**config.mk**
```make
export PLATFORM = sky130hd
export DESIGN_NAME = midpoint_line_rasterizer_core
export DESIGN_NICKNAME = d
export VERILOG_FILES = /design/src/rtl/mlr_pkg.sv /design/src/rtl/mlr_input_stage.sv /design/src/rtl/mlr_engine.sv /design/src/rtl/mlr_output_stage.sv /design/src/rtl/midpoint_line_rasterizer_core.sv
export SDC_FILE = /design/constraint.sdc
export NUM_CORES = 1
export LEC_CHECK = 0
export BUFFER_PORTS_ARGS = -buffer_cell sky130_fd_sc_hd__buf_4
export CAP_MARGIN = 20
export CORE_MARGIN = 2
export CORE_UTILIZATION = 41
export CTS_CLUSTER_DIAMETER = 50
export CTS_CLUSTER_SIZE = 40
export DETAILED_ROUTE_END_ITERATION = 7
export PLACE_DENSITY = 0.69
export SLEW_MARGIN = 5
export SYNTH_ARGS = -nofsm -noshare
export SYNTH_HDL_FRONTEND = slang
export SYNTH_SLANG_ARGS = --single-unit
```
**constraint.sdc**
```tcl
create_clock -name clk -period 7.3 [get_ports clk]
set_input_delay 0.365 -clock clk [delete_from_list [all_inputs] [get_ports clk]]
set_output_delay 0.365 -clock clk [all_outputs]
set_load 0.03 [all_outputs]
```
**src/rtl/mlr_pkg.sv**
```systemverilog
// ----------------------------------------------------------------------------
// mlr_pkg
// Shared widths, types and codes for the midpoint line rasterizer.
// ----------------------------------------------------------------------------
package mlr_pkg;

  // Coordinate width of endpoints and pixels
  localparam int COORD_BITS = 12;
  // Decision value and increments: 2*(minor - major) needs COORD_BITS+2 bits
  localparam int DEC_BITS   = COORD_BITS + 4;
  localparam int COLOR_BITS = 24;

  typedef logic signed [COORD_BITS-1:0] coord_t;
  typedef logic signed [DEC_BITS-1:0]   dec_t;
  typedef logic [COLOR_BITS-1:0]        color_t;

  // Request kinds
  typedef enum logic {
    MODE_START = 1'b0,
    MODE_STEP  = 1'b1
  } mode_t;

  // One request as held in the input register
  typedef struct packed {
    mode_t  mode;
    coord_t x_start;
    coord_t y_start;
    coord_t x_end;
    coord_t y_end;
    color_t line_color;
  } item_t;

  // One emitted pixel
  typedef struct packed {
    coord_t x;
    coord_t y;
    color_t color;
    logic   last;
  } pixel_t;

  // Sign-extend a coordinate to decision width
  function automatic dec_t widen(coord_t c);
    return {{(DEC_BITS-COORD_BITS){c[COORD_BITS-1]}}, c};
  endfunction

endpackage

```
**src/rtl/mlr_input_stage.sv**
```systemverilog
// ----------------------------------------------------------------------------
// mlr_input_stage
// Input register: captures one request and holds it until the engine takes it.
// ----------------------------------------------------------------------------
module mlr_input_stage (
  input  logic           clk,
  input  logic           rst_n,
  input  logic           in_valid,
  output logic           in_stall,
  input  mlr_pkg::item_t in_item,
  input  logic           advance,
  output logic           stage_valid,
  output mlr_pkg::item_t stage_item
);

  logic           valid_r;
  logic           valid_nxt;
  mlr_pkg::item_t item_r;
  logic           accept;

  // Stall only while a held request cannot move on this cycle
  assign in_stall    = valid_r && !advance;
  assign accept      = in_valid && !in_stall;
  assign stage_valid = valid_r;
  assign stage_item  = item_r;

  // Valid flag next value
  always_comb begin
    valid_nxt = valid_r;
    if (accept) begin
      valid_nxt = 1'b1;
    end else if (advance) begin
      valid_nxt = 1'b0;
    end
  end

  always_ff @(posedge clk) begin
    if (!rst_n) begin
      valid_r <= 1'b0;
    end else begin
      valid_r <= valid_nxt;
    end
  end

  // Payload, no reset
  always_ff @(posedge clk) begin
    if (accept) begin
      item_r <= in_item;
    end
  end

endmodule

```
**src/rtl/mlr_engine.sv**
```systemverilog
// ----------------------------------------------------------------------------
// mlr_engine
// Line state and the single-pass setup / step arithmetic of the rasterizer.
// ----------------------------------------------------------------------------
module mlr_engine (
  input  logic            clk,
  input  logic            rst_n,
  input  logic            fire,
  input  mlr_pkg::item_t  item,
  output logic            res_valid,
  output mlr_pkg::pixel_t res_pixel
);

  // Line state
  mlr_pkg::coord_t cur_x_r,        cur_x_nxt;
  mlr_pkg::coord_t cur_y_r,        cur_y_nxt;
  mlr_pkg::coord_t major_end_r,    major_end_nxt;
  mlr_pkg::dec_t   decision_r,     decision_nxt;
  mlr_pkg::dec_t   inc_diagonal_r, inc_diagonal_nxt;
  mlr_pkg::dec_t   inc_straight_r, inc_straight_nxt;
  logic            x_is_major_r,   x_is_major_nxt;
  logic            minor_down_r,   minor_down_nxt;
  logic            line_active_r,  line_active_nxt;
  mlr_pkg::color_t held_color_r,   held_color_nxt;

  // Setup terms
  mlr_pkg::dec_t   dx, dy, adx, ady, a_maj, a_min;
  logic            s_x_major, s_swap;
  mlr_pkg::coord_t x1, y1, x2, y2;

  // Step terms
  logic            move;
  mlr_pkg::coord_t minor_cur, minor_new, major_new;
  logic            last;

  // Endpoint deltas, magnitudes and ordering along the major axis
  always_comb begin
    dx        = mlr_pkg::widen(item.x_end) - mlr_pkg::widen(item.x_start);
    dy        = mlr_pkg::widen(item.y_end) - mlr_pkg::widen(item.y_start);
    adx       = dx[mlr_pkg::DEC_BITS-1] ? -dx : dx;
    ady       = dy[mlr_pkg::DEC_BITS-1] ? -dy : dy;
    s_x_major = ($signed(ady) <= $signed(adx));
    a_maj     = s_x_major ? adx : ady;
    a_min     = s_x_major ? ady : adx;
    s_swap    = s_x_major ? ($signed(item.x_start) > $signed(item.x_end))
                          : ($signed(item.y_start) > $signed(item.y_end));
    x1        = s_swap ? item.x_end   : item.x_start;
    y1        = s_swap ? item.y_end   : item.y_start;
    x2        = s_swap ? item.x_start : item.x_end;
    y2        = s_swap ? item.y_start : item.y_end;
  end

  // One step along the major axis
  always_comb begin
    if (x_is_major_r) begin
      move      = !decision_r[mlr_pkg::DEC_BITS-1];
      minor_cur = cur_y_r;
      major_new = cur_x_r + mlr_pkg::coord_t'(1);
    end else begin
      move      = !decision_r[mlr_pkg::DEC_BITS-1] && (decision_r != '0);
      minor_cur = cur_x_r;
      major_new = cur_y_r + mlr_pkg::coord_t'(1);
    end
    if (!move) begin
      minor_new = minor_cur;
    end else if (minor_down_r) begin
      minor_new = minor_cur - mlr_pkg::coord_t'(1);
    end else begin
      minor_new = minor_cur + mlr_pkg::coord_t'(1);
    end
  end

  // Request decode: next state and result
  always_comb begin
    cur_x_nxt        = cur_x_r;
    cur_y_nxt        = cur_y_r;
    major_end_nxt    = major_end_r;
    decision_nxt     = decision_r;
    inc_diagonal_nxt = inc_diagonal_r;
    inc_straight_nxt = inc_straight_r;
    x_is_major_nxt   = x_is_major_r;
    minor_down_nxt   = minor_down_r;
    line_active_nxt  = line_active_r;
    held_color_nxt   = held_color_r;
    last             = 1'b0;
    res_valid        = 1'b0;
    unique case (item.mode)
      mlr_pkg::MODE_START: begin
        res_valid        = 1'b1;
        held_color_nxt   = item.line_color;
        x_is_major_nxt   = s_x_major;
        minor_down_nxt   = s_x_major ? ($signed(y2) < $signed(y1))
                                     : ($signed(x2) < $signed(x1));
        decision_nxt     = (a_min <<< 1) - a_maj;
        inc_diagonal_nxt = (a_min <<< 1) - (a_maj <<< 1);
        inc_straight_nxt = a_min <<< 1;
        major_end_nxt    = s_x_major ? x2 : y2;
        last             = s_x_major ? (x1 == x2) : (y1 == y2);
        cur_x_nxt        = x1;
        cur_y_nxt        = y1;
        line_active_nxt  = !last;
      end
      mlr_pkg::MODE_STEP: begin
        if (line_active_r) begin
          res_valid    = 1'b1;
          decision_nxt = decision_r + (move ? inc_diagonal_r : inc_straight_r);
          if (x_is_major_r) begin
            cur_x_nxt = major_new;
            cur_y_nxt = minor_new;
          end else begin
            cur_x_nxt = minor_new;
            cur_y_nxt = major_new;
          end
          last            = ($signed(major_new) >= $signed(major_end_r));
          line_active_nxt = !last;
        end
      end
      default: begin
        res_valid = 1'b0;
      end
    endcase
    res_pixel.x     = cur_x_nxt;
    res_pixel.y     = cur_y_nxt;
    res_pixel.color = held_color_nxt;
    res_pixel.last  = last;
  end

  // State registers, updated when a request leaves the input register
  always_ff @(posedge clk) begin
    if (!rst_n) begin
      cur_x_r        <= '0;
      cur_y_r        <= '0;
      major_end_r    <= '0;
      decision_r     <= '0;
      inc_diagonal_r <= '0;
      inc_straight_r <= '0;
      x_is_major_r   <= 1'b0;
      minor_down_r   <= 1'b0;
      line_active_r  <= 1'b0;
      held_color_r   <= '0;
    end else if (fire) begin
      cur_x_r        <= cur_x_nxt;
      cur_y_r        <= cur_y_nxt;
      major_end_r    <= major_end_nxt;
      decision_r     <= decision_nxt;
      inc_diagonal_r <= inc_diagonal_nxt;
      inc_straight_r <= inc_straight_nxt;
      x_is_major_r   <= x_is_major_nxt;
      minor_down_r   <= minor_down_nxt;
      line_active_r  <= line_active_nxt;
      held_color_r   <= held_color_nxt;
    end
  end

endmodule

```
**src/rtl/mlr_output_stage.sv**
```systemverilog
// ----------------------------------------------------------------------------
// mlr_output_stage
// Result register and the advance decision for the request in flight.
// ----------------------------------------------------------------------------
module mlr_output_stage (
  input  logic            clk,
  input  logic            rst_n,
  input  logic            stage_valid,
  input  logic            res_valid,
  input  mlr_pkg::pixel_t res_pixel,
  output logic            advance,
  output logic            out_valid,
  input  logic            out_stall,
  output mlr_pkg::pixel_t out_pixel
);

  logic            valid_r;
  logic            valid_nxt;
  mlr_pkg::pixel_t pixel_r;
  logic            free;
  logic            load;

  // Register can take a pixel when empty or being drained this cycle
  assign free      = !valid_r || !out_stall;
  assign advance   = stage_valid && (free || !res_valid);
  assign load      = advance && res_valid;
  assign out_valid = valid_r;
  assign out_pixel = pixel_r;

  always_comb begin
    valid_nxt = valid_r;
    if (load) begin
      valid_nxt = 1'b1;
    end else if (!out_stall) begin
      valid_nxt = 1'b0;
    end
  end

  always_ff @(posedge clk) begin
    if (!rst_n) begin
      valid_r <= 1'b0;
    end else begin
      valid_r <= valid_nxt;
    end
  end

  // Payload, no reset
  always_ff @(posedge clk) begin
    if (load) begin
      pixel_r <= res_pixel;
    end
  end

endmodule

```
**src/rtl/midpoint_line_rasterizer_core.sv**
```systemverilog
// ----------------------------------------------------------------------------
// midpoint_line_rasterizer_core
// Midpoint line rasterizer: start requests set up a line and emit its first
// pixel, step requests emit one pixel each along the major axis.
// ----------------------------------------------------------------------------
//  channel  direction  handshake          payload
//  in_      input      in_valid/in_stall  mode, endpoints, line color
//  out_     output     out_valid/out_stall pixel x/y, color, last mark
//
//  One request per clock while in_stall is low; a pixel leaves through the
//  input register, then the result register. Setup and step each fit in
//  one add-and-compare pass between the two registers.
//  Synchronous active-low reset clears the line state: no line active.
//  A stalled result holds the result register; the input register keeps
//  taking requests until a second pixel would have nowhere to go.
//  A step request with no active line leaves no pixel and never waits.
// ----------------------------------------------------------------------------
module midpoint_line_rasterizer_core (
  input  logic                   clk,
  input  logic                   rst_n,
  input  logic                   in_valid,
  output logic                   in_stall,
  input  logic                   in_mode,
  input  mlr_pkg::coord_t        in_x_start,
  input  mlr_pkg::coord_t        in_y_start,
  input  mlr_pkg::coord_t        in_x_end,
  input  mlr_pkg::coord_t        in_y_end,
  input  mlr_pkg::color_t        in_line_color,
  output logic                   out_valid,
  input  logic                   out_stall,
  output mlr_pkg::coord_t        out_pixel_x,
  output mlr_pkg::coord_t        out_pixel_y,
  output mlr_pkg::color_t        out_pixel_color,
  output logic                   out_last_pixel
);

  mlr_pkg::item_t  in_item;
  mlr_pkg::item_t  stage_item;
  logic            stage_valid;
  logic            advance;
  logic            res_valid;
  mlr_pkg::pixel_t res_pixel;
  mlr_pkg::pixel_t out_pixel;

  // Pack the request fields
  always_comb begin
    in_item.mode       = mlr_pkg::mode_t'(in_mode);
    in_item.x_start    = in_x_start;
    in_item.y_start    = in_y_start;
    in_item.x_end      = in_x_end;
    in_item.y_end      = in_y_end;
    in_item.line_color = in_line_color;
  end

  mlr_input_stage u_input (
    .clk         (clk),
    .rst_n       (rst_n),
    .in_valid    (in_valid),
    .in_stall    (in_stall),
    .in_item     (in_item),
    .advance     (advance),
    .stage_valid (stage_valid),
    .stage_item  (stage_item)
  );

  mlr_engine u_engine (
    .clk       (clk),
    .rst_n     (rst_n),
    .fire      (advance),
    .item      (stage_item),
    .res_valid (res_valid),
    .res_pixel (res_pixel)
  );

  mlr_output_stage u_output (
    .clk         (clk),
    .rst_n       (rst_n),
    .stage_valid (stage_valid),
    .res_valid   (res_valid),
    .res_pixel   (res_pixel),
    .advance     (advance),
    .out_valid   (out_valid),
    .out_stall   (out_stall),
    .out_pixel   (out_pixel)
  );

  // Unpack the pixel fields
  assign out_pixel_x     = out_pixel.x;
  assign out_pixel_y     = out_pixel.y;
  assign out_pixel_color = out_pixel.color;
  assign out_last_pixel  = out_pixel.last;

endmodule
```
Yosys cells after proc, flatten, opt, wreduce, memory -nomap -nowiden --
Cells that the tools add are included.
Operators by class: add/subtract/negate cells 11, $lt $le $gt $ge 6, eq/ne operators 4, muxes and demuxes 37, bitwise operators 1, reductions and logical operators 19
Operators by type and width (count):
- $mux 12 | 13
- $mux 16 | 5
- $pmux 12 s2 | 2
- $add 12x2->12 const B | 3
- $neg 16->16 | 2
- $pmux 16 s2 | 1
- $sub 16x16->16 | 2
- $sub 12x12->13 | 2
- $eq 12x12->1 | 2
- $gt 12x12->1 | 2
- $lt 12x12->1 | 2
- $mux 24 | 1
- $add 16x16->16 | 1
- $le 16x16->1 | 1
- $reduce_bool 16->1 | 1
- $mux 15 | 1
- $ge 12x12->1 | 1
- $sub 12x2->12 const B | 1
- $mux 1 | 11
- $logic_not 1->1 | 8
- $pmux 1 s2 | 3
- $logic_and 1x1->1 | 5
- $ne 2x1->1 const B | 2
- $reduce_and 2->1 | 2
- other kinds (3) | 4
Word-level totals: register bits after elaboration 234, output and inout port bits 51, logic and storage cells 100

Depth between registers and ports, before layout --
Gate-level depths: netlist of run 1.
depth after elaboration 10, gate-level depth with buffers 35

By module --
Synthesis of run 1 repeated with hierarchy kept, for this count alone.
Second synthesis, totals: cell total of the unflattened synthesis 1892, area total of the unflattened synthesis 16223.1 µm²
By module, submodules not included:
- mlr_engine | instances 1, cells an instance 1759, area each 12458.2 µm², seq. area each 2182.1 µm²
- mlr_input_stage | instances 1, cells an instance 77, area each 2239.6 µm², seq. area each 2212.1 µm²
- mlr_output_stage | instances 1, cells an instance 56, area each 1525.2 µm², seq. area each 1491.4 µm²

Worst setup path before layout of run 1 --
OpenSTA, ideal clock, no wires.
kind flip-flop to flip-flop, start register u_input.item_r (netlist bit u_input.stage_item[60]), end register u_engine.decision_r[10], library setup time 212 ps, arrival time 7629 ps, data required time 7088 ps, slack -541 ps, stages on the path, launching flop included 34, cell sequence edfxtp_1 ha_1 fa_1 nand2b_1 a211oi_1 o21ai_0 and4_1 nor3_1 nand3_1 or4_1 ha_1 nand4_1 nor4_1 a21boi_1 o31a_1 buf_2 buf_2 buf_2 buf_1 clkbuf_1 nor2_1 a21oi_1 inv_1 fa_1 inv_1 a21oi_1 maj3_1 mux2i_1 a21oi_2 o41ai_4 a311oi_2 xnor2_1 a21oi_1 a21oi_1
Between the ends: cells in the longest elaborated chain, start to end 7, elaborated cells between the ends (all ways) 8
Ends and longest elaborated chain:
- start: declaration | line mlr_input_stage.sv:18 | mlr_pkg::item_t item_r;
- start signal: assignment | line mlr_input_stage.sv:48 | item_r <= in_item;
- $sub 12x12->13 * | line mlr_engine.sv:38 | dx = mlr_pkg::widen(item.x_end) - mlr_pkg::widen(item.x_start);
- $neg 16->16 | line mlr_engine.sv:40 | adx = dx[mlr_pkg::DEC_BITS-1] ? -dx : dx;
- $mux 16 * | line mlr_engine.sv:40
- $le 16x16->1 | line mlr_engine.sv:42 | s_x_major = ($signed(ady) <= $signed(adx));
- $mux 15 / $mux 16 (equally long branches) | line mlr_engine.sv:44, mlr_engine.sv:43
- $sub 16x16->16 * | line mlr_engine.sv:94 | decision_nxt = (a_min <<< 1) - a_maj;
- $pmux 16 s2 * | line mlr_engine.sv:87 | unique case (item.mode)
- end signal: assignment | line mlr_engine.sv:145 | decision_r <= decision_nxt;
- end: declaration | line mlr_engine.sv:18 | mlr_pkg::dec_t decision_r, decision_nxt;
Mark *: on every way between the ends. The rest lies on a longest branch, timed or not. A chain may end at the register's enable or synchronous reset.

Worst setup path in the final report of run 1 --
start register u_input.item_r (netlist bit u_input.stage_item[36]), end register u_engine.decision_r[11]
Same word-level chain as after synthesis.

==> results of run 1 <==
how the worst max path moves through the flow:
| stage | start | end | slack (ns) | cells after the start |
|---|---|---|---|---|
| 5_1_grt | u_input.stage_item[24] | u_engine.decision_r[11] | -0.12 | 29 |
| 6_report | u_input.stage_item[36] | u_engine.decision_r[11] | 0.29 | 28 |
| 3_5_place_dp | u_input.stage_item[61] | u_engine.decision_r[10] | 0.008 | 28 |
| 4_1_cts | u_input.stage_item[36] | u_engine.decision_r[10] | 0.16 | 29 |
| 2_1_floorplan | u_input.stage_item[60] | u_engine.decision_r[10] | 0.02 | 33 |
| 3_3_place_gp | u_input.stage_item[61] | u_engine.decision_r[10] | 0.26 | 28 |
where the power goes:
group / total [mW] / switching, mW / leakage (nW) / internal (mW)
Combinational: 2.18 / 1.28 / 5.48 / 0.900
Clock: 1.43 / 0.648 / 0.461 / 0.783
Sequential: 1.52 / 0.0577 / 2.08 / 1.46
what timing repair did:
item,CTS,global route
setup endpoints to repair,1,15
pin swaps,0,13
endpoints found under the hold margin,73,0
resized for setup,1,52
hold buffers,73,0
setup buffers,0,6
cells in the final DEF, fill, tap and decap left out, drive strengths merged, types with 22 or more instances in the layout:
cell type    synthesis  final
o211ai              33     33
a21boi              62     62
edfxtp             122    122
xor2                30     30
and2                24     24
dfxtp              111    111
mux2                55     55
dlygate4sd3          0     73
nor2b               47     47
clkbuf              73     33
nor3                40     40
ha                  90     90
o21ai               92     92
a211oi              23     23
mux2i               36     36
nand3               47     47
a21o                30     30
and3                22     22
inv                 74     84
buf                 30    182
nand2              259    259
xnor2               48     48
a21oi              109    109
nor2               113    113
logic make-up (layout without fill, tap and decap cells):
group	after synthesis	after routing	synth area share [%]
AOI/OAI and AO/OA	549	549	23.8
xor gates and xnor gates	78	78	4.19
adders and majority gates	99	99	7.70
buffers and inverters	179	381	4.34
DFF	233	233	35.7
muxes	91	91	5.99
other	2	9	0.0456
and+or+nand+nor	630	630	18.2
area by class of cell:
type | count | area share, %
multi-input combinational | 1456 | 50.9
clock buffer | 33 | 3.77
timing repair buffer | 255 | 10.5
clock inverter | 17 | 0.993
tap | 525 | 3.26
sequential | 233 | 29.2
inverter | 76 | 1.41
stage by stage:
step,area (sq um),setup TNS (ns),hold WS (ns),utilization [%],worst slack (ns)
6_report,20200,0,0.0225,50.8,0.292
2_1_floorplan,16500,0,0.437,-,0.0181
3_3_place_gp,18200,0,0.447,45.7,0.258
5_1_grt,20200,-0.191,0.0256,50.8,-0.122
3_5_place_dp,18200,0,0.455,45.7,0.00788
4_1_cts,19900,0,0.00197,50.0,0.157
layer usage:
metal / wire length (um) / part of all wire [%] / track usage (%)
met1: 22800 / 46 / 33.1
met2: 21800 / 44 / 35.7
met3: 3850 / 7.7 / 4.53
met4: 1340 / 2.7 / 6.83
met5: 0 / 0 / 0
flip-flops by register name, summed over array words and instances (netlist names), 12 cells and up:
name and cells:
u_engine.inc_straight_r 15, u_engine.inc_diagonal_r 15, u_engine.decision_r 16, u_engine.held_color_r 24
u_engine.major_end_r 12, u_output.out_pixel 49, u_engine.cur_x_r 12, u_input.stage_item 73
u_engine.cur_y_r 12
==> metrics.txt, run 1 <==
multi-input logic area=0.0103 sq mm; placer's final routability congestion estimate=between 0.9 and 1; synth cell count leaders=259 x nand2_1, 122 x edfxtp_1, 113 x nor2_1, 111 x dfxtp_1, 105 x a21oi_1; CP bufs+invs=2; Post-synth EDFFs=around 120; Port Buffer Count=127; slowest stage delay, CP=0.42 ns; die area=0.0418 sq mm; worst skew pair latency=0.59 ns; Worst setup EP type=flop; Period minus WS final=7.01 ns; DP Cell Count=between 2000 and 2500; fillers=~3700; DR iter-0 viols=between 1000 and 1500; Area Growth Syn to Fin=22.4%; core area=roughly 0.040 sq mm; Max-Cap Viols=0; global routing usage summed across all routing layers=23.3%; Max transition margin=34.2%; largest area contributor in the synthesized netlist=edfxtp_1; crit-path max FO=8; Post-Route WL=49800 um; largest net degree at the start of global routing=74; Ant. Diodes=0; register area share after synthesis=35.7%; # nets final=2221; via density per instance=5.78; TritonRoute pass-1 iters=7; pwr/cell area=254 mW/mm^2; Post-synth top flop=edfxtp_1; FF/Latch Area=0.00589 sq mm; clock buffer depth=3; Clock Skews=0.0272 ns; grt total ovfl=0; Ports=128; flop-to-flop setup slack=around 0.29 ns; fin crit share=96.0%; Area contributors post-synth=edfxtp_1 22%, dfxtp_1 13%, ha_1 6.8%; Worst-Margin Slew=0.979 ns; FP Rows=73; DIE WIDTH=204 um; required time worst endpoint=7.74 ns; layout cells sized above 1=a little under a fifth; Fmax=between 100 and 150 MHz; H-Tree Depth=1; Leakage=8.02 nW; synthesis-stage register bit count=approximately 230; DP HPWL=35800 um; drt wl/cell=19.2 um; Final setup viols=0; clock sinks=233; most frequent cell after synthesis=nand2_1; initial antenna violation count=0; die span in y=between 200 and 250 um; Worst Hold Depth=2; clock transition at the registers of the reported paths=0.06 ns; # DRC=0; post-synth top area share=22.2%; Mapped Cells=1861; reg2reg path depth=28; hold path start=in_valid; HP Class=input pin to flop; status=finished, final reports clean; syn_area_per_cell=8.85 sq um; CP top delay family=simple AND/OR/NAND/NOR gates; vias in the first global route=14122; Root Buffer=clkbuf_16; Worst R2R Start=u_input.stage_item[36]; Hold EP=u_input.stage_valid; Initial Util=roughly two fifths; via count=15011; R2R Path End=u_engine.decision_r[11]; post-synthesis instance area=0.0165 sq mm; Synth cell types=106; Final Non-Filler Cells=2595; final hold viol count=0; max-slew violations=0; first-pass GRT wire length=77300 um; maximum vdd drop=0.207 mV; fraction of registers with async set/reset=0%; Crit-path slowest cell=ha_2; clock buffer count from CTS=27; worst setup path class=flop to flop; Overall Power=5.13 mW; ANT nets after route=0; Yosys warning total=0; Worst Path Arrival=7.44 ns; CTS tree=yes; Worst Setup Start Kind=flop
No activity file was read; power rests on OpenSTA's default activity.
==> inputs of run 2 (changes only) <==
Settings changed: CORE_MARGIN 2 to default.
==> run 2 against run 1 <==
Against the previous run: cell count increased by 0.35%; total power rose by 3.1%; via count rose by 0.65%; sequential cell count stayed put; largest power group unchanged; fmax is 1.0% lower; die area fell by 1.9%; global-route usage rose by 0.49 points; largest cell class unchanged; register-to-register slack got worse by 0.07 ns; critical path type unchanged; clock skew rose by 0.0065 ns.
==> metrics.txt, run 2 (synthesis gave the netlist of run 1 again) <==
most frequent cells in the layout=258 x nand2_1, 185 x buf_4, 122 x edfxtp_1 (was 256 x nand2_1, 181 x buf_4, 122 x edfxtp_1); maximum vdd drop=0.204 mV (was 0.207 mV); final hold viol count=0 (unchanged); Worst-Margin Slew=1.09 ns (was 0.979 ns); Clock Skews=0.0337 ns (was 0.0272 ns); max-slew violations=0 (unchanged); Largest register FFs=73 (unchanged); vias in the first global route=14128 (was 14122); Post-Route WL=50700 um (was 49800 um); placer's final routability congestion estimate=0.968 (was 0.934); Period minus WS final=7.08 ns (was 7.01 ns); Port Buffer Count=127 (unchanged); Overall Power=5.29 mW (was 5.13 mW); worst skew pair latency=0.60 ns (was 0.59 ns); pwr/cell area=262 mW/mm^2 (was 254 mW/mm^2); DIE WIDTH=202 um (was 204 um); clock buffer count from CTS=29 (was 27); crit-path max FO=38 (was 8); Root Buffer=clkbuf_16 (unchanged); TritonRoute pass-1 iters=5 (was 7); initial antenna violation count=1 (was 0); fin crit share=97.0% (was 96.0%); Leakage=8.06 nW (was 8.02 nW); # DRC=0 (unchanged); global routing usage summed across all routing layers=23.8% (was 23.3%); Worst setup EP type=flop (unchanged); CTS tree=yes (unchanged); DR iter-0 viols=1371 (was 1443); FP Rows=73 (unchanged); grt total ovfl=0 (unchanged); pre-CTS setup slack=0.117 ns (was 0.00788 ns); Max-Cap Viols=0 (unchanged); Worst Path Arrival=7.59 ns (was 7.44 ns); Area Growth Syn to Fin=22.6% (was 22.4%); Max transition margin=27.4% (was 34.2%); core area=0.0396 sq mm (was 0.0397 sq mm); clock transition at the registers of the reported paths=0.07 ns (was 0.06 ns); HP Class=input pin to flop (unchanged); slowest stage delay, CP=0.59 ns (was 0.42 ns); via density per instance=5.80 (was 5.78); Initial Util=41.6% (was 41.5%); clock buffer depth=3 (unchanged); worst setup path class=flop to flop (unchanged); ANT nets after route=0 (unchanged); Fmax=141 MHz (was 143 MHz); drt wl/cell=19.5 um (was 19.2 um); Ant. Diodes=0 (unchanged); clock sinks=233 (unchanged); status=finished, final reports clean (unchanged); Final setup viols=0 (unchanged); die span in y=202 um (was 204 um); PnR worst setup slack=0.219 ns (was 0.292 ns); largest net degree at the start of global routing=74 (unchanged); # nets final=2228 (was 2221); most common cell after layout, fill and taps aside=nand2_1 (unchanged); die area=0.0410 sq mm (was 0.0418 sq mm); via count=15109 (was 15011); required time worst endpoint=7.81 ns (was 7.74 ns); Worst Setup Start Kind=flop (unchanged); H-Tree Depth=1 (unchanged); first-pass GRT wire length=77700 um (was 77300 um); Ports=128 (unchanged); Crit-path slowest cell=a2111oi_1 (was ha_2); layout cells sized above 1=18.0% (was 18.7%); DP HPWL=35800 um (about the same)
==> run 2: changes by cell type in the layout (fill, tap and decap cells not counted), sizes merged <==
cell | before | now
buf | 182 | 186
bufinv | 0 | 2
clkinv | 6 | 5
clkinvlp | 3 | 0
dlygate4sd3 | 73 | 74
inv | 84 | 90
==> run 2: cell type report <==
class                      count  area, sq um
timing repair buffer         260         2150
clock buffer                  33          751
fill                        3657        19400
sequential                   233         5890
multi-input combinational   1456        10100
inverter                      76          285
clock inverter                21          319
tap                          525          657
==> run 2: critical path: cells and delay by family, from the launching register on <==
kind	cells	cell delay, ns
AND/OR/NAND/NOR	7	1.31
AO/OA/AOI/OAI	11	2.63
buffers and inverters	3	0.70
multiplexers	1	0.41
flip-flops	1	0.39
adder cells (fa/ha/maj)	3	1.01
XOR/XNOR	2	0.54
==> run 2: metal layers <==
layer | part of all wire (%) | global-route usage (%) | vias to the layer above
li1 | - | - | 7233
met5 | 0 | 0 | -
met1 | 47 | 34.1 | 7314
met3 | 6.4 | 3.64 | 56
met2 | 45 | 37.5 | 506
met4 | 1.7 | 4.91 | 0
==> run 2: worst paths after layout <==
check	from	end	slack (ns)	cells after the start
worst max register to register	u_input.stage_item[36]	u_engine.minor_down_r	0.22	27
worst min register to register	u_engine.inc_diagonal_r[2]	u_engine.inc_diagonal_r[2]	0.46	2
worst max-delay path	u_input.stage_item[36]	u_engine.minor_down_r	0.22	27
worst min-delay path	out_stall	u_output.out_valid	0.17	3
==> run 2: stage by stage <==
stage	hold WS [ns]	TNS, ns	utilization [%]	area, sq um	cells
3_5_place_dp	0.453	0	45.8	18200	2467
4_1_cts	0.147	0	50.4	20000	2595
5_1_grt	0.198	-0.184	50.9	20200	2604
3_3_place_gp	0.448	0	45.8	18200	2467
6_report	0.169	0	50.9	20200	2604
2_1_floorplan	0.437	0	-	16500	1868
==> run 2: power by group <==
part	switching (mW)	leakage [nW]	internal (mW)
Combinational	1.29	5.46	0.898
Clock	0.711	0.523	0.875
Sequential	0.0568	2.08	1.46
==> run 2: timing repair <==
item,4_1_cts,5_1_grt
gates resized for setup,0,30
hold buffers,74,0
setup endpoints to repair,0,17
buffers inserted,0,9
hold endpoints to repair,74,0
